==> config.mk <==
export PLATFORM = sky130hd
export DESIGN_NAME = ckf_mul
export DESIGN_NICKNAME = d
export VERILOG_FILES = /design/src/rtl/ckf_pkg.sv /design/src/rtl/ckf_mul.sv
export SDC_FILE = /design/constraint.sdc
export NUM_CORES = 2
export LEC_CHECK = 0
export BUFFER_PORTS_ARGS = -buffer_cell sky130_fd_sc_hd__buf_4
export CAP_MARGIN = 15
export CORE_MARGIN = 5
export CORE_UTILIZATION = 64
export DETAILED_ROUTE_END_ITERATION = 7
export MAX_ROUTING_LAYER = met4
export PLACE_DENSITY = 0.83
export SYNTH_ARGS = -nofsm -noshare
export SYNTH_HDL_FRONTEND = slang
export SYNTH_SLANG_ARGS = --single-unit
==> constraint.sdc <==
create_clock -name clk -period 16.6 [get_ports clk]
set_input_delay 3.32 -clock clk [delete_from_list [all_inputs] [get_ports clk]]
set_output_delay 3.32 -clock clk [all_outputs]
set_load 0.01 [all_outputs]
==> src/rtl/ckf_pkg.sv <==
// ----------------------------------------------------------------------------
// ckf_pkg: shared types and constants of the 3-D constant-velocity tracker
// Action codes, register indexes, fixed-point limits, the store request bundle
// and the small saturating helpers used by the datapath.
// ----------------------------------------------------------------------------
package ckf_pkg;

  // Action codes carried on the input channel.
  localparam logic [1:0] ACT_RESET   = 2'd0;
  localparam logic [1:0] ACT_PREDICT = 2'd1;
  localparam logic [1:0] ACT_UPDATE  = 2'd2;
  localparam logic [1:0] ACT_NONE    = 2'd3;

  // Configuration register indexes.
  localparam logic [1:0] CFG_POS_NOISE  = 2'd0;
  localparam logic [1:0] CFG_VEL_NOISE  = 2'd1;
  localparam logic [1:0] CFG_MEAS_NOISE = 2'd2;

  // Time step limits, Q2.16 seconds.
  localparam logic [17:0] DT_MIN = 18'd66;
  localparam logic [17:0] DT_MAX = 18'd131072;

  // Covariance limits, Q32.16.
  localparam logic [47:0] MAX48    = 48'hFFFF_FFFF_FFFF;
  localparam logic [47:0] ONE_Q16  = 48'd65536;
  localparam logic [47:0] GAIN_CAP = 48'h4_0000_0000;

  // Store geometry: state words (prior p/v, posterior p/v) and covariances.
  localparam int ST_DEPTH = 12;
  localparam int CV_DEPTH = 18;

  localparam logic signed [36:0] S32_MAX = 37'sd2147483647;
  localparam logic signed [36:0] S32_MIN = -37'sd2147483648;

  // One cycle of requests to the state and covariance memories.
  typedef struct packed {
    logic        s_we;
    logic [3:0]  s_waddr;
    logic [31:0] s_wdata;
    logic [3:0]  s_raddr;
    logic        c_we;
    logic [4:0]  c_waddr;
    logic [47:0] c_wdata;
    logic [4:0]  c_raddr;
    logic        clr_state;
  } mem_req_t;

  // Unsigned 48-bit add that sticks at full scale.
  function automatic logic [47:0] add48(input logic [47:0] a, input logic [47:0] b);
    logic [48:0] s;
    s = {1'b0, a} + {1'b0, b};
    return s[48] ? MAX48 : s[47:0];
  endfunction

  // Saturate a 37-bit signed value into the 32-bit range.
  function automatic logic [31:0] sat32(input logic signed [36:0] v);
    logic [31:0] r;
    if (v > S32_MAX) begin
      r = 32'h7FFF_FFFF;
    end else if (v < S32_MIN) begin
      r = 32'h8000_0000;
    end else begin
      r = v[31:0];
    end
    return r;
  endfunction

endpackage

==> src/rtl/ckf_mul.sv <==
// ----------------------------------------------------------------------------
// ckf_mul: shared 48 x 48 unsigned multiplier
// One 48 x 16 partial product per cycle, high chunk first. done pulses for
// one cycle with the full 96-bit product.
// ----------------------------------------------------------------------------
module ckf_mul import ckf_pkg::*; (
  input  logic        clk,
  input  logic        rst_n,
  input  logic        start,
  input  logic [47:0] a,
  input  logic [47:0] b,
  output logic        done,
  output logic [95:0] prod
);

  logic [47:0] a_r;
  logic [47:0] b_r;
  logic [95:0] acc_r;
  logic [1:0]  cnt_r;
  logic        busy_r;
  logic        done_r;
  logic [63:0] pp;
  logic [95:0] acc_nxt;

  // Partial product of the current chunk, folded into the shifted sum.
  assign pp      = {16'b0, a_r} * {48'b0, b_r[47:32]};
  assign acc_nxt = {acc_r[79:0], 16'b0} + {32'b0, pp};

  always_ff @(posedge clk) begin
    if (start) begin
      a_r   <= a;
      b_r   <= b;
      acc_r <= '0;
    end else if (busy_r) begin
      acc_r <= acc_nxt;
      b_r   <= {b_r[31:0], 16'b0};
    end
  end

  // Chunk counter and completion strobe.
  always_ff @(posedge clk) begin
    if (!rst_n) begin
      busy_r <= 1'b0;
      done_r <= 1'b0;
      cnt_r  <= '0;
    end else begin
      done_r <= 1'b0;
      if (start) begin
        busy_r <= 1'b1;
        cnt_r  <= 2'd2;
      end else if (busy_r) begin
        cnt_r <= cnt_r - 2'd1;
        if (cnt_r == 2'd0) begin
          busy_r <= 1'b0;
          done_r <= 1'b1;
        end
      end
    end
  end

  assign done = done_r;
  assign prod = acc_r;

endmodule

==> results.md <==
* Max-Slew Margin vs Limit at 27.5%
* Vias in the first global route at 28200
* Number of endpoints failing setup at the final stage at 0
* Yosys Warn Count at 0
* Post-synth EDFFs at 96
* Sum Neg Setup Slack at 0 ns
* Sink Count at 196
* Worst Setup SP: b_r[47]
* Final worst path period share at 48.0%
* Antenna violations before repair at 1
* Average routed wire per standard cell at 20.3 um
* Worst path setup slack after routing at 8.63 ns
* Placed wire-length estimate after detailed placement at 71100 um
* Remaining antenna violation count after routing at 0
* All-Layer GR Usage at 34.3%
* Gr ovfl total at 0
* Core region area at 0.0526 mm2
* Path category of the worst min-delay check: reg2reg
* Setup repair after global routing missed its margin: no
* Outcome: complete, no violations
* First-pass GRT wire length at 150000 um
* Post-synthesis sequential area ratio at 14.4%
* Number of unique standard cell types used by synthesis at 88
* Number of maximum-capacitance violations at 0
* Length of the first detailed-routing pass in iterations at 6
* Number of hold-slack violations in the final timing report at 0
* I/O Buffers at 195
* DRC viols at 0
* Wirelength, routed at 92300 um
* Die area at 0.0578 mm2
* Sequential Area at 0.00489 mm2
* TritonCTS clock tree: built
* Number of primary I/O pins at 196
* Placer Congestion at 1.01
* Avg Inst Size Synth at 8.93 um2
* Maximum count of clock buffers along a single path at 2
* Final net count at 4789
* Main flop type after synthesis: dfxtp_1
* Startpoint of the worst-slack reg-to-reg timing path: b_r[47]
* Vias per std cell at 5.80
* Via Count at 26400
* Worst hold start: prod[82]
* Fillers at 4011
* CP Data Required Time at 17.05 ns
* Worst-Skew Late Latency at 0.52 ns
* Number of buffers created by CTS at 17
* CTS root buffer: clkbuf_16
* Commonest non-fill, non-tap cell in the layout: inv_1
* Multi-input combinational cell area at 0.0248 mm2
* Largest net degree at the start of global routing at 93
* Worst setup EP type: flop
* Die outline height at 240 um
* Netlist Area Pre-Place at 0.0340 mm2
* Die W at 240 um
* Total count of max-transition violations in the final report at 0
* Number of storage elements in the synthesis netlist at 196
* Cts repair resizes at 0
* CP Class: reg2reg
* Post-layout minimum cycle time at 7.97 ns
* Synthesized netlist cell count at 3803
* # rows at 84
* Post-CTS setup-driven buffer insertion count at 0
* Cts-stage hold buffer count at 0
* Type of origin of the critical path: flop
* Critical Path Fanout Max at 25
* DR iter-0 viols at 2369
* Data arrival time of the critical path at 8.41 ns
* Post-route clock skew at 0.0281 ns
* Highest attainable clock frequency at 125 MHz
* Async S/R FF share, synth at 0%
* Net count of the mapped netlist at 4745
* Starting Density at 64.7%
* Commonest non-fill, non-tap cells in the layout: inv_1, fa_1, nand2_1
* Synthesis-to-layout area growth at 6.96%
* Worst slack at placement at 8.83 ns
* Total number of H-tree levels at 4
* Clock-pin transition on the worst setup and hold timing paths at 0.10 ns
* Setup slack of the most critical reg-to-reg path at 8.63 ns
* Worst-Margin Slew at 1.09 ns
* Fraction of final layout cells sized beyond drive strength 1 at 8.32%
[sequential cells by signal, summed over array words and instances (netlist names)]
register  cells
a_r          48
b_r          48
busy_r        1
cnt_r         2
done          1
prod         96
[cell type report]
class / instances / area share, %
antenna: 1 / 0.00689
multi-input combinational: 2490 / 68.3
sequential: 196 / 13.5
tap: 688 / 2.37
inverter: 923 / 9.53
clock inverter: 15 / 0.668
clock buffer: 17 / 1.17
timing repair buffer: 219 / 4.54
[through the flow]
stage	cell area [um2]	util (%)	hold slack, ns	instances
global placement	35700	67.9	0.448	4515
CTS	36300	69.1	0.488	4547
detailed placement	35700	67.9	0.461	4515
floorplan	34000	-	0.484	3803
finish	36300	69.2	0.487	4549
global route	36300	69.2	0.506	4549
[logic make-up after synthesis]
group / share of synthesized area, %
buffers and inverters: 12.6
flip-flops: 14.4
adder cells (fa/ha/maj): 46.3
multiplexers: 2.03
XOR/XNOR: 1.78
AO/OA/AOI/OAI: 6.47
AND/OR/NAND/NOR: 16.4
[path summary, 6_finish.rpt]
kind,end,cells after the start
setup / recovery,prod[83],20
hold / removal,prod[82],2
setup reg to reg,prod[83],20
hold reg to reg,prod[82],2
[synthesized netlist by cell type, types with 33 or more instances]
library cell	instances	share of area [%]
inv_1	922	10
fa_1	690	41
nand2_1	629	6.9
and2_1	276	5.1
clkbuf_1	154	1.7
ha_1	153	5.6
nor2_1	113	1.2
dfxtp_1	100	5.9
edfxtp_1	96	8.5
a21oi_1	94	1.4
o21ai_0	70	1.0
nand3_1	35	0.52
xor2_1	35	0.90
xnor2_1	34	0.88
a21o_1	33	0.73
mux2i_1	33	0.97
[critical path, cell delays in order (launching register included)]
cell and delay, ns:
edfxtp_1 1.08, buf_4 0.49, and2_1 0.21, fa_1 0.44
fa_1 0.57, fa_1 0.45, fa_1 0.46, fa_1 0.50
inv_1 0.05, fa_1 0.50, inv_1 0.05, ha_1 0.43
nand4_1 0.22, nor4_1 0.51, nand2_1 0.10, nor3_1 0.15
a311oi_1 0.11, o2111ai_2 0.70, nand4_1 0.29, or4_1 0.47
nand3_1 0.10
[layer usage]
| layer | wire length (um) | vias up | global-route usage (%) |
|---|---|---|---|
| met5 | 0 | - | - |
| met4 | 3570 | 0 | 11.6 |
| met3 | 10000 | 234 | 7.44 |
| met2 | 43200 | 1437 | 53.6 |
| met1 | 35500 | 13300 | 45.3 |
| li1 | - | 11400 | - |
Power is not shown: default switching activity piles up to over one toggle a cycle in this logic, so the estimate is an artifact.
