`src/rtl/ckf_pkg.sv`:
```
// ----------------------------------------------------------------------------
// ckf_pkg: shared types and constants of the 3-D constant-velocity tracker
// Action codes, register indexes, fixed-point limits, the store request bundle
// and the small saturating helpers used by the datapath.
// ----------------------------------------------------------------------------
package ckf_pkg;

  // Action codes carried on the input channel.
  localparam logic [1:0] ACT_RESET   = 2'd0;
  localparam logic [1:0] ACT_PREDICT = 2'd1;
  localparam logic [1:0] ACT_UPDATE  = 2'd2;
  localparam logic [1:0] ACT_NONE    = 2'd3;

  // Configuration register indexes.
  localparam logic [1:0] CFG_POS_NOISE  = 2'd0;
  localparam logic [1:0] CFG_VEL_NOISE  = 2'd1;
  localparam logic [1:0] CFG_MEAS_NOISE = 2'd2;

  // Time step limits, Q2.16 seconds.
  localparam logic [17:0] DT_MIN = 18'd66;
  localparam logic [17:0] DT_MAX = 18'd131072;

  // Covariance limits, Q32.16.
  localparam logic [47:0] MAX48    = 48'hFFFF_FFFF_FFFF;
  localparam logic [47:0] ONE_Q16  = 48'd65536;
  localparam logic [47:0] GAIN_CAP = 48'h4_0000_0000;

  // Store geometry: state words (prior p/v, posterior p/v) and covariances.
  localparam int ST_DEPTH = 12;
  localparam int CV_DEPTH = 18;

  localparam logic signed [36:0] S32_MAX = 37'sd2147483647;
  localparam logic signed [36:0] S32_MIN = -37'sd2147483648;

  // One cycle of requests to the state and covariance memories.
  typedef struct packed {
    logic        s_we;
    logic [3:0]  s_waddr;
    logic [31:0] s_wdata;
    logic [3:0]  s_raddr;
    logic        c_we;
    logic [4:0]  c_waddr;
    logic [47:0] c_wdata;
    logic [4:0]  c_raddr;
    logic        clr_state;
  } mem_req_t;

  // Unsigned 48-bit add that sticks at full scale.
  function automatic logic [47:0] add48(input logic [47:0] a, input logic [47:0] b);
    logic [48:0] s;
    s = {1'b0, a} + {1'b0, b};
    return s[48] ? MAX48 : s[47:0];
  endfunction

  // Saturate a 37-bit signed value into the 32-bit range.
  function automatic logic [31:0] sat32(input logic signed [36:0] v);
    logic [31:0] r;
    if (v > S32_MAX) begin
      r = 32'h7FFF_FFFF;
    end else if (v < S32_MIN) begin
      r = 32'h8000_0000;
    end else begin
      r = v[31:0];
    end
    return r;
  endfunction

endpackage

```
`src/rtl/ckf_store.sv`:
```
// ----------------------------------------------------------------------------
// ckf_store: state and covariance memories
// Two single-port-write, one-read memories with registered read data. Valid
// bits make never-written entries read as zero; the state words can be
// cleared at once by the reset action.
// ----------------------------------------------------------------------------
module ckf_store import ckf_pkg::*; (
  input  logic        clk,
  input  logic        rst_n,
  input  mem_req_t    req,
  output logic [31:0] s_rdata,
  output logic [47:0] c_rdata
);

  logic [31:0]         s_mem [ST_DEPTH];
  logic [47:0]         c_mem [CV_DEPTH];
  logic [ST_DEPTH-1:0] s_vld_r;
  logic [CV_DEPTH-1:0] c_vld_r;
  logic [31:0]         s_q_r;
  logic [47:0]         c_q_r;
  logic                s_qv_r;
  logic                c_qv_r;

  // Memory arrays: write, then registered read.
  always_ff @(posedge clk) begin
    if (req.s_we) begin
      s_mem[req.s_waddr] <= req.s_wdata;
    end
    if (req.c_we) begin
      c_mem[req.c_waddr] <= req.c_wdata;
    end
    s_q_r <= s_mem[req.s_raddr];
    c_q_r <= c_mem[req.c_raddr];
  end

  // Valid bits follow the writes and travel with the read data.
  always_ff @(posedge clk) begin
    if (!rst_n) begin
      s_vld_r <= '0;
      c_vld_r <= '0;
      s_qv_r  <= 1'b0;
      c_qv_r  <= 1'b0;
    end else begin
      if (req.clr_state) begin
        s_vld_r <= '0;
      end else if (req.s_we) begin
        s_vld_r[req.s_waddr] <= 1'b1;
      end
      if (req.c_we) begin
        c_vld_r[req.c_waddr] <= 1'b1;
      end
      s_qv_r <= s_vld_r[req.s_raddr];
      c_qv_r <= c_vld_r[req.c_raddr];
    end
  end

  assign s_rdata = s_qv_r ? s_q_r : '0;
  assign c_rdata = c_qv_r ? c_q_r : '0;

endmodule

```
`config.mk`:
```
export PLATFORM = sky130hd
export DESIGN_NAME = ckf_store
export DESIGN_NICKNAME = d
export VERILOG_FILES = /design/src/rtl/ckf_pkg.sv /design/src/rtl/ckf_store.sv
export SDC_FILE = /design/constraint.sdc
export NUM_CORES = 1
export LEC_CHECK = 0
export BUFFER_PORTS_ARGS = -buffer_cell sky130_fd_sc_hd__buf_2
export CORE_UTILIZATION = 55
export DETAILED_ROUTE_END_ITERATION = 12
export PLACE_DENSITY = 0.83
export SLEW_MARGIN = 20
export SYNTH_ARGS = -nofsm -noshare
export SYNTH_HDL_FRONTEND = slang
export SYNTH_SLANG_ARGS = --single-unit
```
`constraint.sdc`:
```
create_clock -name clk -period 4.52 [get_ports clk]
set_clock_uncertainty 0.05 [all_clocks]
set_input_delay 0.678 -clock clk [delete_from_list [all_inputs] [get_ports clk]]
set_output_delay 0.678 -clock clk [all_outputs]
set_load 0.005 [all_outputs]
```
==> results of run 1 <==
-- registers in the layout, summed over array words and instances, names as in the netlist --
register,count
c_q_r,48
s_vld_r,12
c_mem,864
c_qv_r,1
s_q_r,32
s_mem,384
c_vld_r,18
s_qv_r,1
-- critical path, delay by kind of cell, from the launching register on --
family | cells | cell delay, ns
buffers and inverters | 2 | 0.49
flip-flops | 1 | 0.95
AND/OR/NAND/NOR | 1 | 0.20
-- layer usage --
layer / wire length (µm) / vias to the layer above
met1: 41900 / 12900
li1: - / 10300
met5: 114 / -
met2: 57800 / 1554
met3: 10800 / 301
met4: 4190 / 18
-- cell type report --
class                      instances  area, µm²  share of cell area (%)
clock inverter                    62        845                    1.45
multi-input combinational        901      10700                    18.3
timing repair buffer             241       1660                    2.86
clock buffer                     180       3740                    6.43
antenna                            8       20.0                  0.0344
sequential                      1360      39700                    68.3
tap                             1186       1480                    2.55
-- worst max-delay path by stage --
stage | startpoint | end | slack (ns) | cells after the start
3_3_place_gp | req[55] | c_mem[12][13] | 1.65 | 4
5_1_grt | s_qv_r | s_rdata[13] | 1.34 | 3
4_1_cts | c_qv_r | c_rdata[3] | 1.28 | 2
3_5_place_dp | req[1] | c_q_r[33] | 1.60 | 6
2_1_floorplan | req[98] | s_mem[0][0] | 0.63 | 2
6_report | s_qv_r | s_rdata[13] | 1.42 | 3
-- cell usage after synthesis --
cell type,count,area [µm²]
a221oi_1,48,420
edfxtp_1,1248,37500
buf_6,15,169
and2_1,82,513
buf_2,40,200
mux2_1,1,11.3
o21a_1,30,225
nand2b_1,3,18.8
nor2b_1,2,12.5
buf_12,2,40.0
mux2i_1,179,1790
buf_1,4,15.0
buf_4,14,105
buf_8,1,15.0
nor2_1,29,109
dfxtp_1,112,2240
or2_1,1,6.26
nand3b_1,6,45.0
nor4b_1,2,17.5
mux2_2,48,541
or3b_1,3,26.3
mux4_2,247,5560
o21ai_1,68,340
nor3_1,4,20.0
nand3_1,1,5.00
clkbuf_1,53,199
a311o_1,1,10.0
nand2_1,84,315
o21ai_0,13,65.1
or3_1,1,6.26
o211ai_1,48,360
-- logic make-up (layout without fill, tap and decap cells) --
logic type             count (synthesis)  after routing  share of synthesized area (%)
AO/OA/AOI/OAI                        208            208                           2.79
buffers and inverters                129            483                           1.46
flip-flops                          1360           1360                           78.1
multiplexers                         475            475                           15.5
other                                  0              8                              0
AND/OR/NAND/NOR                      218            218                           2.15
-- stage by stage --
stage	instance area [µm²]	total power, mW	cells
6_report	58100	26.6	3938
5_1_grt	58100	27.2	3936
4_1_cts	58100	26.7	3930
3_5_place_dp	53500	15.4	3688
3_3_place_gp	53500	15.3	3688
2_1_floorplan	50900	15.0	2390
-- power groups by stage --
stage / combinational, mW / sequential [mW] / clock, mW
2_1_floorplan: 0.677 / 14.3 / 0
3_3_place_gp: 1.03 / 14.3 / 0
3_5_place_dp: 1.08 / 14.3 / 0
4_1_cts: 1.11 / 14.1 / 11.6
5_1_grt: 1.17 / 14.1 / 12.0
6_report: 1.10 / 14.1 / 11.4
==> qor.yml, run 1 <==
timing:
  finalSetupViolCount: 0
  relSlewSlack_pct: 30.8
  worst_slack_ns: 1.42
  hold_viol_final: 0
  holdWs_ns: 0.222
  worstMarginPinSlew_ns: 1.04
  tns_ns: 0
  fmax_mhz: 323
  post-route-period-util_pct: 68.5
  rsz0062_at_grt: "false"
  period_needed_ns: 3.10
  slew_violations: 0
grt:
  grt_pass1_vias: 26400
  grt_pass1_wl_um: 167000
  grt_usage_pct: 24.6
  globalRouteMet3Util_pct: 6.09
  antenna_found_initial: 18
  use_met1_pct: 31.1
  gr-max-usage-layer: "met2"
  grt_start_max_net_pins: 101
  gr-usage-met2_pct: 40.9
  overflow: 0
synthesis:
  syn-cell-area_um2: 50900
  yosysUniqueCellTypes: 31
  ys_ff_latch: 1360
  synthCells: 2390
  synth_nets: 2493
  yosys_warnings: 0
  avgSynthCellArea_um2: 21.3
  yosysSeqAreaShare_pct: 78.1
clocking:
  post_cts_buffers: 0
  cts_resized: 0
  cts_buffer_depth: 3
  cts_buffers: 133
  postCtsHoldBufs: 0
  root_buffer: "clkbuf_16"
  cts.clk_slew.worst_paths_ns: 0.06
  clk_latency_ns: 0.74
  cts_max_level: 4
  cts_tree: "done"
  clock_sinks: 1360
power_and_ir_drop:
  p_switching_mw: 5.48
  max-vdd-ir-drop_v: 0.000353
  pwr-share-seq_pct: 52.8
  p_leak_nw: 19.3
  p_comb_share_pct: 4.2
  clkPwrFrac_pct: 43.0
  p_per_area_nw_per_um2: 458
  power.share.switching_pct: 20.6
  p_int_mw: 21.1
floorplanning:
  die-area_um2: 93700
  io_pins: 183
  rows: 111
  coreArea_um2: 91700
  start_util_pct: 55.5
  die_h_um: 306
  die_x_um: 306
critical_path:
  worstReg2RegEnd: "c_qv_r"
  r2r_start: "c_vld_r[10]"
  r2r.worst_path.cells: 4
  worstPathCellList: "buf_4 > and2_1 > buf_2"
  cp-end-kind: "output pin"
  cp_max_fo: 17
  slowest_delay_ns: 0.95
  slowest_stage: "dfxtp_1"
  critPathKind: "flop to output pin"
  crit_arrival_ns: 2.37
  critPathRequiredTime_ns: 3.79
  reg2reg_slack_ns: 2.93
  worstSetupStartpointType: "flop"
route:
  ant_nets: 0
  avgViaCountPerCell: 6.36
  drt_pre_antenna_iters: 5
  vias: 25100
  drt_iter0_drc: 2934
  finalWirelength_um: 115000
  wire_per_inst_um: 29.2
  remaining_drc_errors: 0
placement:
  finalWeightedCongestion: 0.781
  dp_hpwl_um: 59800
  io_buffers: 182
  pre_cts_ws_ns: 1.60
finish:
  areaGrowthSynthToFinish_pct: 14.2
  finish.utilization_pct: 63.4
  drive_gt1_share_pct: 28.1
  layout_commonest_cell: "edfxtp_1"
  final_cell_mix: "1248 x edfxtp_1, 247 x mux4_2, 179 x mux2i_1"
  finalNetCount: 2740
  fillers: 5711
run:
  cap_violations: 0
run_status:
  run_status: "completed"
min_path:
  hp-class: "input port to flop"
  min_from: "req[84]"
  min_path_cells: 1
  worstHoldEndpoint: "s_mem[3][20]"
Note: power is estimated with default switching activity, not from simulation.
==> inputs of run 2 (changes only) <==
==> constraint.sdc (replaced) <==
create_clock -name clk -period 3.2 [get_ports clk]
set_clock_uncertainty 0.05 [all_clocks]
set_input_delay 0.48 -clock clk [delete_from_list [all_inputs] [get_ports clk]]
set_output_delay 0.48 -clock clk [all_outputs]
set_load 0.005 [all_outputs]
==> run 2 against run 1 <==
Net effect: worst hold slack worse by 0.17 ns; cell area up 0.56%; clock-buffer cell count down 4; critical endpoint is now c_rdata[6]; highest routed layer unchanged.
==> qor.yml, run 2 (synthesis gave the netlist of run 1 again) <==
run_status:
  run_status: "completed"
finish:
  finish.utilization_pct: 63.8  # +0.36 points
  areaGrowthSynthToFinish_pct: 14.9
  final_cell_mix: "1248 x edfxtp_1, 247 x mux4_2, 179 x mux2i_1"
  layout_commonest_cell: "edfxtp_1"
  finalNetCount: 2791  # +1.9%
  largest_register_ff_count: 864  # unchanged
  final_cells: 3994  # +1.4%
  max_flop_register: "c_mem"
  stdcell_area_um2: 58400  # +0.56%
  drive_gt1_share_pct: 27.9  # -0.22 points
  reg_top3: "c_mem: 864 flops, s_mem: 384 flops, c_q_r: 48 flops"
floorplanning:
  die_x_um: 306  # unchanged
  rows: 111  # unchanged
  start_util_pct: 55.5  # unchanged
  coreArea_um2: 91700  # unchanged
  die_h_um: 306  # unchanged
  die-area_um2: 93700  # unchanged
  io_pins: 183  # unchanged
critical_path:
  crit_arrival_ns: 1.99  # -0.38 ns
  worstSetupStartpointType: "flop"
  crit_path_start: "c_qv_r"
  cp_max_fo: 48  # +31
  cp-end-kind: "output pin"
  critPathKind: "flop to output pin"
  r2r_start: "c_vld_r[11]"
  critPathRequiredTime_ns: 2.67  # -1.12 ns
power_and_ir_drop:
  p_leak_nw: 19.4  # +0.67%
  total_power_mw: 36.9  # +39%
  p_per_area_nw_per_um2: 632  # +38%
  max-vdd-ir-drop_v: 0.000672  # +90%
route:
  drt_pre_antenna_iters: 6  # +1
  wire_per_inst_um: 29.6  # +1.4%
  finalWirelength_um: 118000  # +2.9%
  avgViaCountPerCell: 6.38  # +0.32%
  ant_nets: 0  # unchanged
  drt_iter0_drc: 3192  # +8.8%
  vias: 25500  # +1.7%
  remaining_drc_errors: 0  # unchanged
timing:
  slew_violations: 0  # unchanged
  hold_viol_final: 0  # unchanged
  finalSetupViolCount: 0  # unchanged
  post-route-period-util_pct: 78.6
  relSlewSlack_pct: 32.0  # +1.2 points
  rsz0062_at_grt: "false"
  fmax_mhz: 398
  period_needed_ns: 2.52
  worstMarginPinSlew_ns: 1.02  # -0.0149 ns
placement:
  dp_cells: 3707  # +0.52%
  finalWeightedCongestion: 0.774  # -0.86%
  io_buffers: 182  # unchanged
  dp_hpwl_um: 58700  # -1.8%
  placed_area_um2: 53700  # +0.42%
run:
  cap_violations: 0  # unchanged
grt:
  grt_pass1_vias: 26900  # +1.6%
  antenna_found_initial: 16  # -2
  grt_usage_pct: 25.4  # +0.86 points
  grt_start_max_net_pins: 67  # -34%
  grt_pass1_wl_um: 173000  # +3.4%
  overflow: 0  # unchanged
min_path:
  min_from: "req[91]"
  hp-class: "input port to flop"
clocking:
  clock_sinks: 1360  # unchanged
  cts_tree: "done"
  clk_latency_ns: 0.74  # about the same
  cts_max_level: 4  # unchanged
  cts_buffers: 133  # unchanged
  cts_buffer_depth: 3  # unchanged
  cts.clk_slew.worst_paths_ns: 0.06  # about the same
  root_buffer: "clkbuf_16"
==> run 2: power breakdown <==
part	total, mW	switching, mW	leakage [nW]	internal [mW]
Sequential	19.8	0.122	12.2	19.7
Clock	15.5	6.83	2.11	8.63
Combinational	1.63	0.975	5.15	0.657
Total	36.9	7.92	19.4	29.0
==> run 2: metal layers <==
layer	global-route usage, %	share of wire, %	vias to the layer above
li1	-	-	10400
met1	32.0	35	13200
met2	43.0	52	1613
met3	5.36	9.5	284
met4	11.0	3.5	10
met5	0	0.056	-
==> run 2: layout make-up <==
class / count / area [µm²]
fill: 5616 / 33200
antenna: 10 / 25.0
clock buffer: 176 / 3630
sequential: 1360 / 39700
multi-input combinational: 901 / 10700
timing repair buffer: 292 / 2190
tap: 1186 / 1480
clock inverter: 69 / 732
==> run 2: stage by stage <==
stage	setup WS, ns	setup TNS, ns	hold slack [ns]
after floorplan	-0.310	-144.62	0.384
after global placement	0.750	0	0.392
after detailed placement	0.686	0	0.401
after CTS	0.295	0	0.00368
after global routing	0.614	0	0.0370
final	0.684	0	0.0503
==> run 2: path summary, 6_finish.rpt <==
check            endpoint  slack (ns)  cells past startpoint
min reg2reg   s_vld_r[10]        0.42                      1
min          s_mem[5][27]        0.05                      1
max            c_rdata[6]        0.68                      2
max reg2reg        c_qv_r        1.59                      4
==> run 2: what timing repair did <==
item                      4_1_cts  5_1_grt
hold endpoints to repair      335        0
hold buffers                   32        0
gates resized for setup         0        0
buffers inserted                0        0
==> run 2: worst max-delay path: stages (launching register included) <==
cell and delay, ns:
dfxtp_4 0.77, and2_1 0.31, buf_2 0.15
