[src/rtl/ckf_pkg.sv]
// ----------------------------------------------------------------------------
// ckf_pkg: shared types and constants of the 3-D constant-velocity tracker
// Action codes, register indexes, fixed-point limits, the store request bundle
// and the small saturating helpers used by the datapath.
// ----------------------------------------------------------------------------
package ckf_pkg;

  // Action codes carried on the input channel.
  localparam logic [1:0] ACT_RESET   = 2'd0;
  localparam logic [1:0] ACT_PREDICT = 2'd1;
  localparam logic [1:0] ACT_UPDATE  = 2'd2;
  localparam logic [1:0] ACT_NONE    = 2'd3;

  // Configuration register indexes.
  localparam logic [1:0] CFG_POS_NOISE  = 2'd0;
  localparam logic [1:0] CFG_VEL_NOISE  = 2'd1;
  localparam logic [1:0] CFG_MEAS_NOISE = 2'd2;

  // Time step limits, Q2.16 seconds.
  localparam logic [17:0] DT_MIN = 18'd66;
  localparam logic [17:0] DT_MAX = 18'd131072;

  // Covariance limits, Q32.16.
  localparam logic [47:0] MAX48    = 48'hFFFF_FFFF_FFFF;
  localparam logic [47:0] ONE_Q16  = 48'd65536;
  localparam logic [47:0] GAIN_CAP = 48'h4_0000_0000;

  // Store geometry: state words (prior p/v, posterior p/v) and covariances.
  localparam int ST_DEPTH = 12;
  localparam int CV_DEPTH = 18;

  localparam logic signed [36:0] S32_MAX = 37'sd2147483647;
  localparam logic signed [36:0] S32_MIN = -37'sd2147483648;

  // One cycle of requests to the state and covariance memories.
  typedef struct packed {
    logic        s_we;
    logic [3:0]  s_waddr;
    logic [31:0] s_wdata;
    logic [3:0]  s_raddr;
    logic        c_we;
    logic [4:0]  c_waddr;
    logic [47:0] c_wdata;
    logic [4:0]  c_raddr;
    logic        clr_state;
  } mem_req_t;

  // Unsigned 48-bit add that sticks at full scale.
  function automatic logic [47:0] add48(input logic [47:0] a, input logic [47:0] b);
    logic [48:0] s;
    s = {1'b0, a} + {1'b0, b};
    return s[48] ? MAX48 : s[47:0];
  endfunction

  // Saturate a 37-bit signed value into the 32-bit range.
  function automatic logic [31:0] sat32(input logic signed [36:0] v);
    logic [31:0] r;
    if (v > S32_MAX) begin
      r = 32'h7FFF_FFFF;
    end else if (v < S32_MIN) begin
      r = 32'h8000_0000;
    end else begin
      r = v[31:0];
    end
    return r;
  endfunction

endpackage

[src/rtl/ckf_div.sv]
// ----------------------------------------------------------------------------
// ckf_div: capped restoring divider
// Returns floor(num / den) limited to a cap. The high part of the numerator is
// checked against den first, so only 48 (full-scale cap) or 35 (gain cap)
// quotient bits are developed, one per cycle.
// ----------------------------------------------------------------------------
module ckf_div import ckf_pkg::*; (
  input  logic        clk,
  input  logic        rst_n,
  input  logic        start,
  input  logic [96:0] num,
  input  logic [48:0] den,
  input  logic        gain_cap,
  output logic        done,
  output logic [47:0] quo
);

  localparam logic [1:0] PH_IDLE = 2'd0;
  localparam logic [1:0] PH_INIT = 2'd1;
  localparam logic [1:0] PH_RUN  = 2'd2;
  localparam logic [1:0] PH_FIN  = 2'd3;

  logic [1:0]  ph_r;
  logic [96:0] num_r;
  logic [48:0] den_r;
  logic        sel_r;
  logic [48:0] rem_r;
  logic [47:0] lo_r;
  logic [47:0] q_r;
  logic [5:0]  cnt_r;
  logic        ovf_r;
  logic        done_r;
  logic [47:0] quo_r;
  logic [48:0] hi48;
  logic [61:0] hi35;
  logic        ovf;
  logic [49:0] trial;
  logic        ge;
  logic [49:0] diff;

  // Overflow test: the quotient reaches 2^L exactly when num >> L >= den.
  assign hi48 = num_r[96:48];
  assign hi35 = num_r[96:35];
  assign ovf  = sel_r ? (hi35 >= {13'b0, den_r}) : (hi48 >= den_r);

  // One restoring step.
  assign trial = {rem_r, lo_r[47]};
  assign ge    = trial >= {1'b0, den_r};
  assign diff  = trial - {1'b0, den_r};

  always_ff @(posedge clk) begin
    if (start) begin
      num_r <= num;
      den_r <= den;
      sel_r <= gain_cap;
    end
    unique case (ph_r)
      PH_INIT: begin
        ovf_r <= ovf;
        q_r   <= '0;
        rem_r <= sel_r ? hi35[48:0] : hi48;
        lo_r  <= sel_r ? {num_r[34:0], 13'b0} : num_r[47:0];
        cnt_r <= sel_r ? 6'd35 : 6'd48;
      end
      PH_RUN: begin
        rem_r <= ge ? diff[48:0] : trial[48:0];
        q_r   <= {q_r[46:0], ge};
        lo_r  <= {lo_r[46:0], 1'b0};
        cnt_r <= cnt_r - 6'd1;
      end
      PH_FIN: begin
        if (ovf_r) begin
          quo_r <= sel_r ? GAIN_CAP : MAX48;
        end else if (sel_r && (q_r > GAIN_CAP)) begin
          quo_r <= GAIN_CAP;
        end else begin
          quo_r <= q_r;
        end
      end
      default: begin
      end
    endcase
  end

  // Phase control.
  always_ff @(posedge clk) begin
    if (!rst_n) begin
      ph_r   <= PH_IDLE;
      done_r <= 1'b0;
    end else begin
      done_r <= 1'b0;
      unique case (ph_r)
        PH_IDLE: begin
          if (start) begin
            ph_r <= PH_INIT;
          end
        end
        PH_INIT: begin
          ph_r <= ovf ? PH_FIN : PH_RUN;
        end
        PH_RUN: begin
          if (cnt_r == 6'd1) begin
            ph_r <= PH_FIN;
          end
        end
        PH_FIN: begin
          ph_r   <= PH_IDLE;
          done_r <= 1'b1;
        end
        default: begin
          ph_r <= PH_IDLE;
        end
      endcase
    end
  end

  assign done = done_r;
  assign quo  = quo_r;

endmodule

[config.mk]
export PLATFORM = sky130hd
export DESIGN_NAME = ckf_div
export DESIGN_NICKNAME = d
export VERILOG_FILES = /design/src/rtl/ckf_pkg.sv /design/src/rtl/ckf_div.sv
export SDC_FILE = /design/constraint.sdc
export NUM_CORES = 1
export LEC_CHECK = 0
export ABC_AREA = 0
export BUFFER_PORTS_ARGS = -buffer_cell sky130_fd_sc_hd__clkbuf_2
export CAP_MARGIN = 25
export CORE_MARGIN = 2
export CORE_UTILIZATION = 50
export DETAILED_ROUTE_END_ITERATION = 8
export GPL_ROUTABILITY_DRIVEN = 0
export HOLD_SLACK_MARGIN = 0.1
export PLACE_DENSITY = 0.7
export SETUP_SLACK_MARGIN = 0.02
export SKIP_CTS_REPAIR_TIMING = 1
export SYNTH_ARGS = -nofsm -noshare
export SYNTH_HDL_FRONTEND = slang
export SYNTH_SLANG_ARGS = --single-unit
[constraint.sdc]
create_clock -name clk -period 9.3 [get_ports clk]
set_clock_uncertainty 0.1 [all_clocks]
set_input_delay 2.325 -clock clk [delete_from_list [all_inputs] [get_ports clk]]
set_output_delay 2.325 -clock clk [all_outputs]
set_load 0.005 [all_outputs]
==> results of run 1 <==
## per-layer routing
layer	vias to the layer above	wire, um	track usage [%]
li1	6341	-	-
met1	6415	21400	34.1
met4	0	1290	8.29
met2	418	20500	36.0
met3	81	2690	3.00
met5	-	0	0
## cells by family after synthesis
family / after synthesis / share of synthesized area, %
AO/OA/AOI/OAI: 436 / 15.7
XOR/XNOR: 48 / 2.20
adder cells (fa/ha/maj): 154 / 10.1
buffers and inverters: 152 / 3.29
flip-flops: 350 / 54.8
multiplexers: 81 / 4.26
AND/OR/NAND/NOR: 358 / 9.67
## through the flow
stage | hold slack [ns] | area (sq um)
floorplan | 0.400 | 19100
global placement | 0.408 | 20500
detailed placement | 0.410 | 20600
CTS | 0.424 | 21800
global route | 0.451 | 21900
finish | 0.424 | 21900
## worst max path at each step
stage	start	to	depth (start not counted)	slack, ns
after floorplan	ph_r[0]$_SDFFE_PN0P_	cnt_r[0]$_DFFE_PP_	2	4.91
after global placement	den_r[0]$_DFFE_PP_	rem_r[21]$_DFFE_PP_	13	5.05
after detailed placement	start	num_r[5]$_DFFE_PP_	2	5.01
after CTS	den_r[0]$_DFFE_PP_	rem_r[28]$_DFFE_PP_	12	4.96
after global routing	den_r[0]$_DFFE_PP_	rem_r[21]$_DFFE_PP_	13	4.49
final	den_r[0]$_DFFE_PP_	rem_r[20]$_DFFE_PP_	13	4.91
## synth_stat cells (all sizes together) (3+ instances only)
library cell | instances | share of area, %
a21o | 106 | 4.2
o21ai | 95 | 2.5
a31oi | 7 | 0.34
a22o | 12 | 0.55
nand2b | 9 | 0.29
dfxtp | 3 | 0.31
clkbuf | 51 | 1.0
a21boi | 6 | 0.24
a221oi | 7 | 0.61
o21bai | 10 | 0.39
and3 | 4 | 0.13
o22ai | 4 | 0.13
mux2i | 78 | 4.1
o21a | 8 | 0.31
edfxtp | 347 | 54
o211ai | 26 | 1.1
nand4 | 34 | 1.1
a2111oi | 4 | 0.28
buf | 26 | 0.81
ha | 153 | 10
a211oi | 33 | 1.3
a21oi | 92 | 2.4
and2 | 54 | 1.8
or4 | 3 | 0.12
nor4b | 3 | 0.14
o31ai | 5 | 0.20
or3 | 5 | 0.16
nand2 | 105 | 2.1
nor4 | 14 | 0.46
and4 | 5 | 0.23
mux2 | 3 | 0.18
o32ai | 3 | 0.14
inv | 75 | 1.5
nor3 | 17 | 0.44
xor2 | 25 | 1.1
nand3 | 17 | 0.44
nor2 | 45 | 0.88
xnor2 | 23 | 1.1
nor2b | 39 | 1.3
## report_power, final
part	switching, mW	internal (mW)	total [mW]
combinational	1.43	0.923	2.36
clock	0.631	0.902	1.53
sequential	0.276	2.36	2.64
total	2.34	4.19	6.52
## cell type report
cell class	count	share of cell area, %
well taps	511	2.92
multi-input cells	1077	36.9
inverters	75	1.29
flip-flops and latches	350	47.8
clock inverters	17	0.851
clock buffers	57	4.95
repair buffers	211	5.24
## sequential cells by signal, indices dropped and copies added (netlist names), 2 cells and up
signal,count
cnt_r,6
quo,48
num_r,97
lo_r,48
q_r,48
ph_r,2
den_r,49
rem_r,49
## placed cells by master (no fill, tap or decap), types with 12 or more instances in the layout
cell	Yosys	routed
edfxtp_1	347	347
clkbuf_2	1	197
ha_1	153	150
a21o_1	106	106
nand2_1	105	105
a21oi_1	90	89
mux2i_1	78	78
inv_1	75	75
o21ai_0	65	65
and2_1	54	54
nor2_1	45	45
clkbuf_16	0	40
nor2b_1	39	38
nand4_1	34	34
a211oi_1	33	33
o21ai_1	28	28
xor2_1	25	25
o211ai_1	24	24
xnor2_1	23	23
nor3_1	17	17
nand3_1	17	17
clkbuf_1	50	15
nor4_1	14	14
a22o_1	12	12
## tightest hold or removal path, cell delays in order (launching register included)
cell      delay, ns
edfxtp_1       0.32
nand2_1        0.04
o21ai_0        0.06
==> flow_summary_export.csv, run 1 <==
group,metric,value,unit
clocking,clk-insertion-delay-late,0.56,ns
worst_setup_path,cp-start-kind,"flop",
power_and_ir_drop,powerDensity,298,nW/um^2
grt,grt_first_pass_wirelength,71900,um
yosys,synth_edf_count,347,
clocking,cts_tree,"yes",
place,hpwl,32400,um
cells_and_area,drive_above_1_share,16.4,%
timing,fmax,228,MHz
clocking,cts_max_level,2,
timing,fin_crit_sh,47.2,%
outcome,status,"complete, no violations",
job,max_cap_violations,0,
cells_and_area,seqCellArea,10500,sq um
detailed_routing,vias,13300,
power_and_ir_drop,leakage,9.19,nW
yosys,syn_inst,1579,
yosys,seq_area_frac_synth,54.8,%
cells_and_area,multiInputGateArea,8080,sq um
clocking,path_clk_slew,0.06,ns
worst_hold_path,hold_depth,2,
worst_hold_path,hold_path_class,"reg2reg",
detailed_routing,wl,45900,um
worst_setup_path,critPathCaptureType,"flop",
power_and_ir_drop,ir_drop,0.173,mV
timing,grt_setup_unrepaired,"false",
floorplanning,rows,71,
worst_setup_path,crit_family,"compound AO/OA/AOI/OAI gates",
grt,grt_overflow_total,0,
place,dp_cells,2221,
floorplanning,die_area,39900,sq um
yosys,synthesis.nets,1883,
worst_setup_path,rr_worst_depth,13,
place,dp_slack,5.01,ns
floorplanning,io-pin-count,199,
worst_setup_path,r2r-end,"rem_r[20]$_DFFE_PP_",
worst_setup_path,worstReg2RegStart,"den_r[0]$_DFFE_PP_",
detailed_routing,drt-wirelength-per-cell,20.0,um
worst_hold_path,hp-start,"lo_r[29]$_DFFE_PP_",
detailed_routing,drc,0,
cells_and_area,area_growth_syn_to_layout,14.5,%
timing,hold_viol,0,
timing,setup_viol,0,
timing,setup_ws,4.91,ns
detailed_routing,drt_iter0_drc,1008,
detailed_routing,via_per_inst,5.77,
worst_setup_path,slowest_delay,0.64,ns
worst_setup_path,reg2reg_slack,4.91,ns
floorplanning,fp.coreArea,37700,sq um
yosys,yosysUniqueCellTypes,68,
yosys,async_flop_share,0,%
detailed_routing,ant_nets,0,
cells_and_area,diodes,0,
yosys,avgSynthCellArea,12.1,sq um
yosys,ys_seq_elements,350,
worst_setup_path,crit_buf_inv,1,
worst_setup_path,cp_slowest_cell,"o221ai_4",
clocking,clock_path_buffers,3,
floorplanning,fp.dieH,200,um
cells_and_area,finalCoreUtilization,58.2,%
yosys,syn_area,19100,sq um
floorplanning,die_x,200,um
worst_setup_path,cp_max_fo,49,
worst_hold_path,min_to,"lo_r[30]$_DFFE_PP_",
timing,finalSetupTns,0,ns
timing,fin_crit,4.39,ns
worst_setup_path,cpMostUsedCell,"o21ai_1",
worst_setup_path,worstPathArrival,4.56,ns
place,io_buffers,198,
cells_and_area,finalNetCount,2059,
timing,slew_headroom,33.5,%
cells_and_area,num-fill-cells,3185,
clocking,cts_inserted_buffers,40,
timing,drv_slew,0,
worst_setup_path,crit_type,"reg2reg",
grt,grt_max_degree,110,
grt,antenna_found_initial,0,
grt,track_usage,23.4,%
worst_setup_path,cp.required,9.47,ns
yosys,ys.flop_type,"edfxtp_1",
timing,worst_pin_slew,0.998,ns
clocking,cts.sinks,350,
yosys,yosysWarnings,0,
clocking,root_buffer,"clkbuf_16",
power_and_ir_drop,total_power,6.52,mW
grt,grt_pass1_vias,12900,
floorplanning,initial_utilization,50.8,%
cells_and_area,finalNonFillerCells,2298,
worst_setup_path,crit_chain,"ha_1 > fa_1 > nor2b_1 > o2111ai_1 > a21oi_1 > o21ai_1 > a21boi_1 > nor3_1 > o221ai_4 > buf_4 > nand2_1 > o211ai_1 > o21ai_1",
detailed_routing,dr.pass1.iters,6,
Note: power is estimated with default switching activity, not from simulation.
==> inputs of run 2 (changes only) <==
==> constraint.sdc (replaced) <==
create_clock -name clk -period 4.18 [get_ports clk]
set_clock_uncertainty 0.1 [all_clocks]
set_input_delay 1.045 -clock clk [delete_from_list [all_inputs] [get_ports clk]]
set_output_delay 1.045 -clock clk [all_outputs]
set_load 0.005 [all_outputs]
==> flow_summary_export.csv, run 2 (same netlist as run 1, synthesis figures left out) <==
group,metric,value,unit
cells_and_area,largest_reg_flops,97,
cells_and_area,top_regs,"num_r: 97 flops, den_r: 49 flops, rem_r: 49 flops",
worst_setup_path,cp_max_fo,33,
worst_setup_path,crit_type,"reg2reg",
clocking,cts.sinks,350,
cells_and_area,design_area,21900,sq um
worst_setup_path,critPathCaptureType,"flop",
floorplanning,fp.coreArea,37700,sq um
worst_hold_path,hold_path_class,"reg2reg",
place,dpl_cell_area,20700,sq um
floorplanning,die_area,39900,sq um
grt,antenna_found_initial,0,
floorplanning,die_x,200,um
clocking,path_clk_slew,0.06,ns
outcome,status,"complete, no violations",
power_and_ir_drop,leakage,9.23,nW
cells_and_area,layout_commonest_cell,"edfxtp_1",
floorplanning,io-pin-count,199,
power_and_ir_drop,powerDensity,663,nW/um^2
timing,grt_setup_unrepaired,"false",
worst_hold_path,hp-start,"lo_r[45]$_DFFE_PP_",
timing,setup_viol,0,
worst_hold_path,hold_depth,2,
cells_and_area,final_cell_mix,"edfxtp_1, clkbuf_2, ha_1",
cells_and_area,drive_above_1_share,17.0,%
timing,drv_slew,0,
worst_setup_path,reg2reg_slack,0.46,ns
grt,grt_first_pass_wirelength,70900,um
timing,slew_headroom,32.5,%
cells_and_area,area_growth_syn_to_layout,14.6,%
detailed_routing,via_per_inst,5.71,
place,io_buffers,198,
detailed_routing,drc,0,
worst_setup_path,r2r-end,"rem_r[17]$_DFFE_PP_",
detailed_routing,wl,45600,um
detailed_routing,drt_iter0_drc,939,
place,hpwl,32700,um
timing,finalSetupTns,0,ns
worst_hold_path,min_to,"lo_r[46]$_DFFE_PP_",
detailed_routing,vias,13100,
timing,fmax,269,MHz
detailed_routing,dr.pass1.iters,5,
timing,fin_crit_sh,88.9,%
clocking,clk-insertion-delay-late,0.58,ns
worst_setup_path,cp.required,4.36,ns
timing,fin_crit,3.72,ns
grt,grt_overflow_total,0,
clocking,cts_inserted_buffers,39,
detailed_routing,ant_nets,0,
clocking,root_buffer,"clkbuf_16",
cells_and_area,finalNetCount,2063,
floorplanning,fp.dieH,200,um
timing,fin_hold_ws,0.425,ns
clocking,cts_tree,"yes",
worst_setup_path,rr_worst_depth,12,
worst_setup_path,worstPathArrival,3.90,ns
timing,worst_pin_slew,1.01,ns
timing,hold_viol,0,
detailed_routing,drt-wirelength-per-cell,19.8,um
cells_and_area,diodes,0,
worst_setup_path,worstReg2RegStart,"den_r[0]$_DFFE_PP_",
clocking,cts_max_level,2,
power_and_ir_drop,ir_drop,0.367,mV
floorplanning,initial_utilization,50.8,%
floorplanning,rows,71,
cells_and_area,regMostFlops,"num_r",
grt,grt_pass1_vias,12900,
grt,grt_max_degree,114,
grt,track_usage,23.2,%
cells_and_area,finalCoreUtilization,58.2,%
worst_setup_path,cp-start-kind,"flop",
clocking,clock_path_buffers,3,
job,max_cap_violations,0,
-- run 2: cell count changes in the layout (fill, tap and decap cells not counted), moves of 2 or more --
cell      change
clkbuf_1      -7
clkinv_2      +6
buf_4         +5
clkinv_1      -3
buf_12        +2
clkbuf_8      -2
-- run 2: report_power, final --
group | switching [mW] | leakage (nW) | internal (mW)
Sequential | 0.614 | 3.37 | 5.25
Combinational | 3.19 | 5.24 | 2.08
Clock | 1.43 | 0.615 | 1.99
-- run 2: metal layers --
| metal | GRT usage, % | routed length [um] |
|---|---|---|
| met5 | 0 | 0 |
| met4 | 7.85 | 1380 |
| met1 | 32.8 | 21000 |
| met3 | 4.74 | 2830 |
| met2 | 35.6 | 20400 |
-- run 2: worst max-delay path by stage --
stage | from | cells past startpoint | slack (ns) | to
3_3_place_gp | den_r[0]$_DFFE_PP_ | 12 | 0.66 | rem_r[13]$_DFFE_PP_
2_1_floorplan | den_r[0]$_DFFE_PP_ | 13 | 1.12 | rem_r[19]$_DFFE_PP_
5_1_grt | den_r[0]$_DFFE_PP_ | 13 | 0.20 | rem_r[14]$_DFFE_PP_
3_5_place_dp | den_r[0]$_DFFE_PP_ | 12 | 0.54 | rem_r[13]$_DFFE_PP_
6_report | den_r[0]$_DFFE_PP_ | 12 | 0.46 | rem_r[17]$_DFFE_PP_
4_1_cts | den_r[0]$_DFFE_PP_ | 12 | 0.50 | rem_r[17]$_DFFE_PP_
-- run 2: layout make-up --
type                    instances  area (sq um)
clock inverters                22           250
clock buffers                  47          1010
repair buffers                216          1190
inverters                      75           282
multi-input cells            1077          8080
flip-flops and latches        350         10500
well taps                     511           639
fillers                      3163         15700
-- run 2: worst max-delay path, stage by stage (launching register included) --
cell and delay, ns:
edfxtp_1 0.42, ha_1 0.27, fa_1 0.42, nor2b_1 0.22
o2111ai_1 0.19, a21oi_1 0.29, o21ai_1 0.16, a21boi_1 0.23
nor3_1 0.17, o221ai_4 0.24, buf_4 0.40, mux2i_1 0.22
a21oi_1 0.08
-- run 2: through the flow --
stage	setup slack (ns)	total power [mW]	instances
after detailed placement	0.538	11.1	2228
final	0.463	14.6	2298
after global routing	0.196	15.4	2298
after global placement	0.664	11.0	2227
after CTS	0.501	14.6	2297
after floorplan	1.12	9.72	1579
==> inputs of run 3 (changes only) <==
--- a/config.mk
+++ b/config.mk
@@ -9,11 +9,11 @@
 export BUFFER_PORTS_ARGS = -buffer_cell sky130_fd_sc_hd__clkbuf_2
 export CAP_MARGIN = 25
 export CORE_MARGIN = 2
-export CORE_UTILIZATION = 50
+export CORE_UTILIZATION = 38
 export DETAILED_ROUTE_END_ITERATION = 8
 export GPL_ROUTABILITY_DRIVEN = 0
 export HOLD_SLACK_MARGIN = 0.1
-export PLACE_DENSITY = 0.7
+export PLACE_DENSITY = 0.57
 export SETUP_SLACK_MARGIN = 0.02
 export SKIP_CTS_REPAIR_TIMING = 1
 export SYNTH_ARGS = -nofsm -noshare
==> flow_summary_export.csv, run 3 (same netlist as run 1, synthesis figures left out) <==
group,metric,value,unit
timing,worst_pin_slew,1.15,ns
worst_setup_path,critPathCaptureType,"flop",
cells_and_area,layout_commonest_cell,"edfxtp_1",
job,max_cap_violations,0,
grt,grt_pass1_vias,12900,
worst_setup_path,cp-start-kind,"flop",
clocking,root_buffer,"clkbuf_16",
grt,grt_max_degree,106,
timing,fin_crit_sh,87.2,%
timing,fin_crit,3.65,ns
cells_and_area,design_area,22200,sq um
detailed_routing,drt-wirelength-per-cell,19.8,um
timing,finalSetupTns,0,ns
timing,grt_setup_unrepaired,"false",
cells_and_area,area_growth_syn_to_layout,16.2,%
clocking,cts_inserted_buffers,40,
detailed_routing,ant_nets,0,
floorplanning,initial_utilization,38.3,%
power_and_ir_drop,power_frac_seq,40.0,%
detailed_routing,wl,48600,um
clocking,clk-insertion-delay-late,0.58,ns
grt,grt_overflow_total,0,
power_and_ir_drop,p_sw,5.29,mW
power_and_ir_drop,pwr-share-comb,36.1,%
grt,track_usage,18.5,%
floorplanning,fp.coreArea,50000,sq um
place,dpl_cell_area,20900,sq um
place,hpwl,35000,um
worst_setup_path,cp.required,4.39,ns
timing,slew_headroom,21.6,%
clocking,cts.sinks,350,
power_and_ir_drop,internal_power,9.39,mW
cells_and_area,largest_reg_flops,97,
floorplanning,io-pin-count,199,
cells_and_area,num-fill-cells,4683,
cells_and_area,finalNetCount,2066,
cells_and_area,top_regs,"num_r: 97 flops, den_r: 49 flops, rem_r: 49 flops",
cells_and_area,regMostFlops,"num_r",
worst_hold_path,hold_path_class,"reg2reg",
detailed_routing,dr.pass1.iters,5,
outcome,status,"complete, no violations",
clocking,cts_tree,"yes",
place,io_buffers,198,
timing,drv_slew,0,
grt,antenna_found_initial,0,
power_and_ir_drop,switching_share,36.0,%
floorplanning,die_area,52200,sq um
detailed_routing,via_per_inst,5.33,
floorplanning,rows,82,
floorplanning,fp.dieH,228,um
power_and_ir_drop,leakage,9.27,nW
clocking,path_clk_slew,0.06,ns
power_and_ir_drop,powerDensity,660,nW/um^2
detailed_routing,vias,13100,
detailed_routing,drt_iter0_drc,990,
detailed_routing,drc,0,
worst_setup_path,worstPathArrival,3.86,ns
power_and_ir_drop,ir_drop,0.375,mV
timing,fmax,274,MHz
cells_and_area,diodes,0,
clocking,clock_path_buffers,3,
timing,setup_viol,0,
floorplanning,die_x,228,um
cells_and_area,drive_above_1_share,16.9,%
power_and_ir_drop,clockPowerShare,23.9,%
timing,hold_viol,0,
worst_setup_path,crit_type,"reg2reg",
worst_setup_path,cp_max_fo,33,
cells_and_area,final_cell_mix,"edfxtp_1, clkbuf_2, ha_1",
grt,grt_first_pass_wirelength,75500,um
clocking,cts_max_level,2,
run 3: worst max-delay path, cell delays in order (launching register included):
cell and delay, ns:
edfxtp_1 0.44, ha_1 0.26, fa_1 0.38, nor2b_1 0.21
o2111ai_1 0.19, a21oi_1 0.24, o21ai_1 0.15, a21boi_1 0.24
nor3_1 0.17, o221ai_4 0.24, buf_4 0.41, mux2i_1 0.25
a21oi_1 0.08
run 3: worst paths after layout:
check | from | end | slack, ns | depth (start not counted)
hold / removal | lo_r[12]$_DFFE_PP_ | lo_r[13]$_DFFE_PP_ | 0.42 | 2
hold reg to reg | lo_r[12]$_DFFE_PP_ | lo_r[13]$_DFFE_PP_ | 0.42 | 2
setup reg to reg | den_r[0]$_DFFE_PP_ | rem_r[17]$_DFFE_PP_ | 0.53 | 12
setup / recovery | den_r[0]$_DFFE_PP_ | rem_r[17]$_DFFE_PP_ | 0.53 | 12
run 3: metrics by stage:
step | cells | hold WS, ns | total power, mW | worst slack, ns | utilization [%]
floorplan | 1579 | 0.400 | 9.72 | 1.12 | -
global placement | 2388 | 0.403 | 11.1 | 0.659 | 41.8
detailed placement | 2391 | 0.411 | 11.2 | 0.544 | 41.9
CTS | 2460 | 0.426 | 14.8 | 0.506 | 44.4
global route | 2461 | 0.449 | 15.6 | 0.189 | 44.5
finish | 2461 | 0.424 | 14.7 | 0.535 | 44.5
run 3: layout make-up:
cell class / instances / area [sq um] / share of cell area, %
Clock buffer: 47 / 1050 / 4.72
Clock inverter: 22 / 239 / 1.08
Inverter: 75 / 282 / 1.27
Multi-Input combinational cell: 1077 / 8080 / 36.4
Sequential cell: 350 / 10500 / 47.1
Tap cell: 672 / 841 / 3.78
Timing Repair Buffer: 218 / 1250 / 5.65
run 3: power groups by stage:
stage          combinational [mW]  sequential, mW  clock [mW]
6_report                     5.31            5.87        3.51
5_1_grt                      5.90            5.97        3.73
4_1_cts                      5.32            5.86        3.60
3_5_place_dp                 5.28            5.91           0
3_3_place_gp                 5.20            5.92           0
2_1_floorplan                4.00            5.72           0
run 3: metal layers:
metal,GRT usage [%],up-vias,part of all wire (%)
met4,5.49,0,2.5
li1,-,6378,-
met3,3.61,77,5.8
met1,26.1,6308,47
met2,29.0,357,45
met5,0,-,0
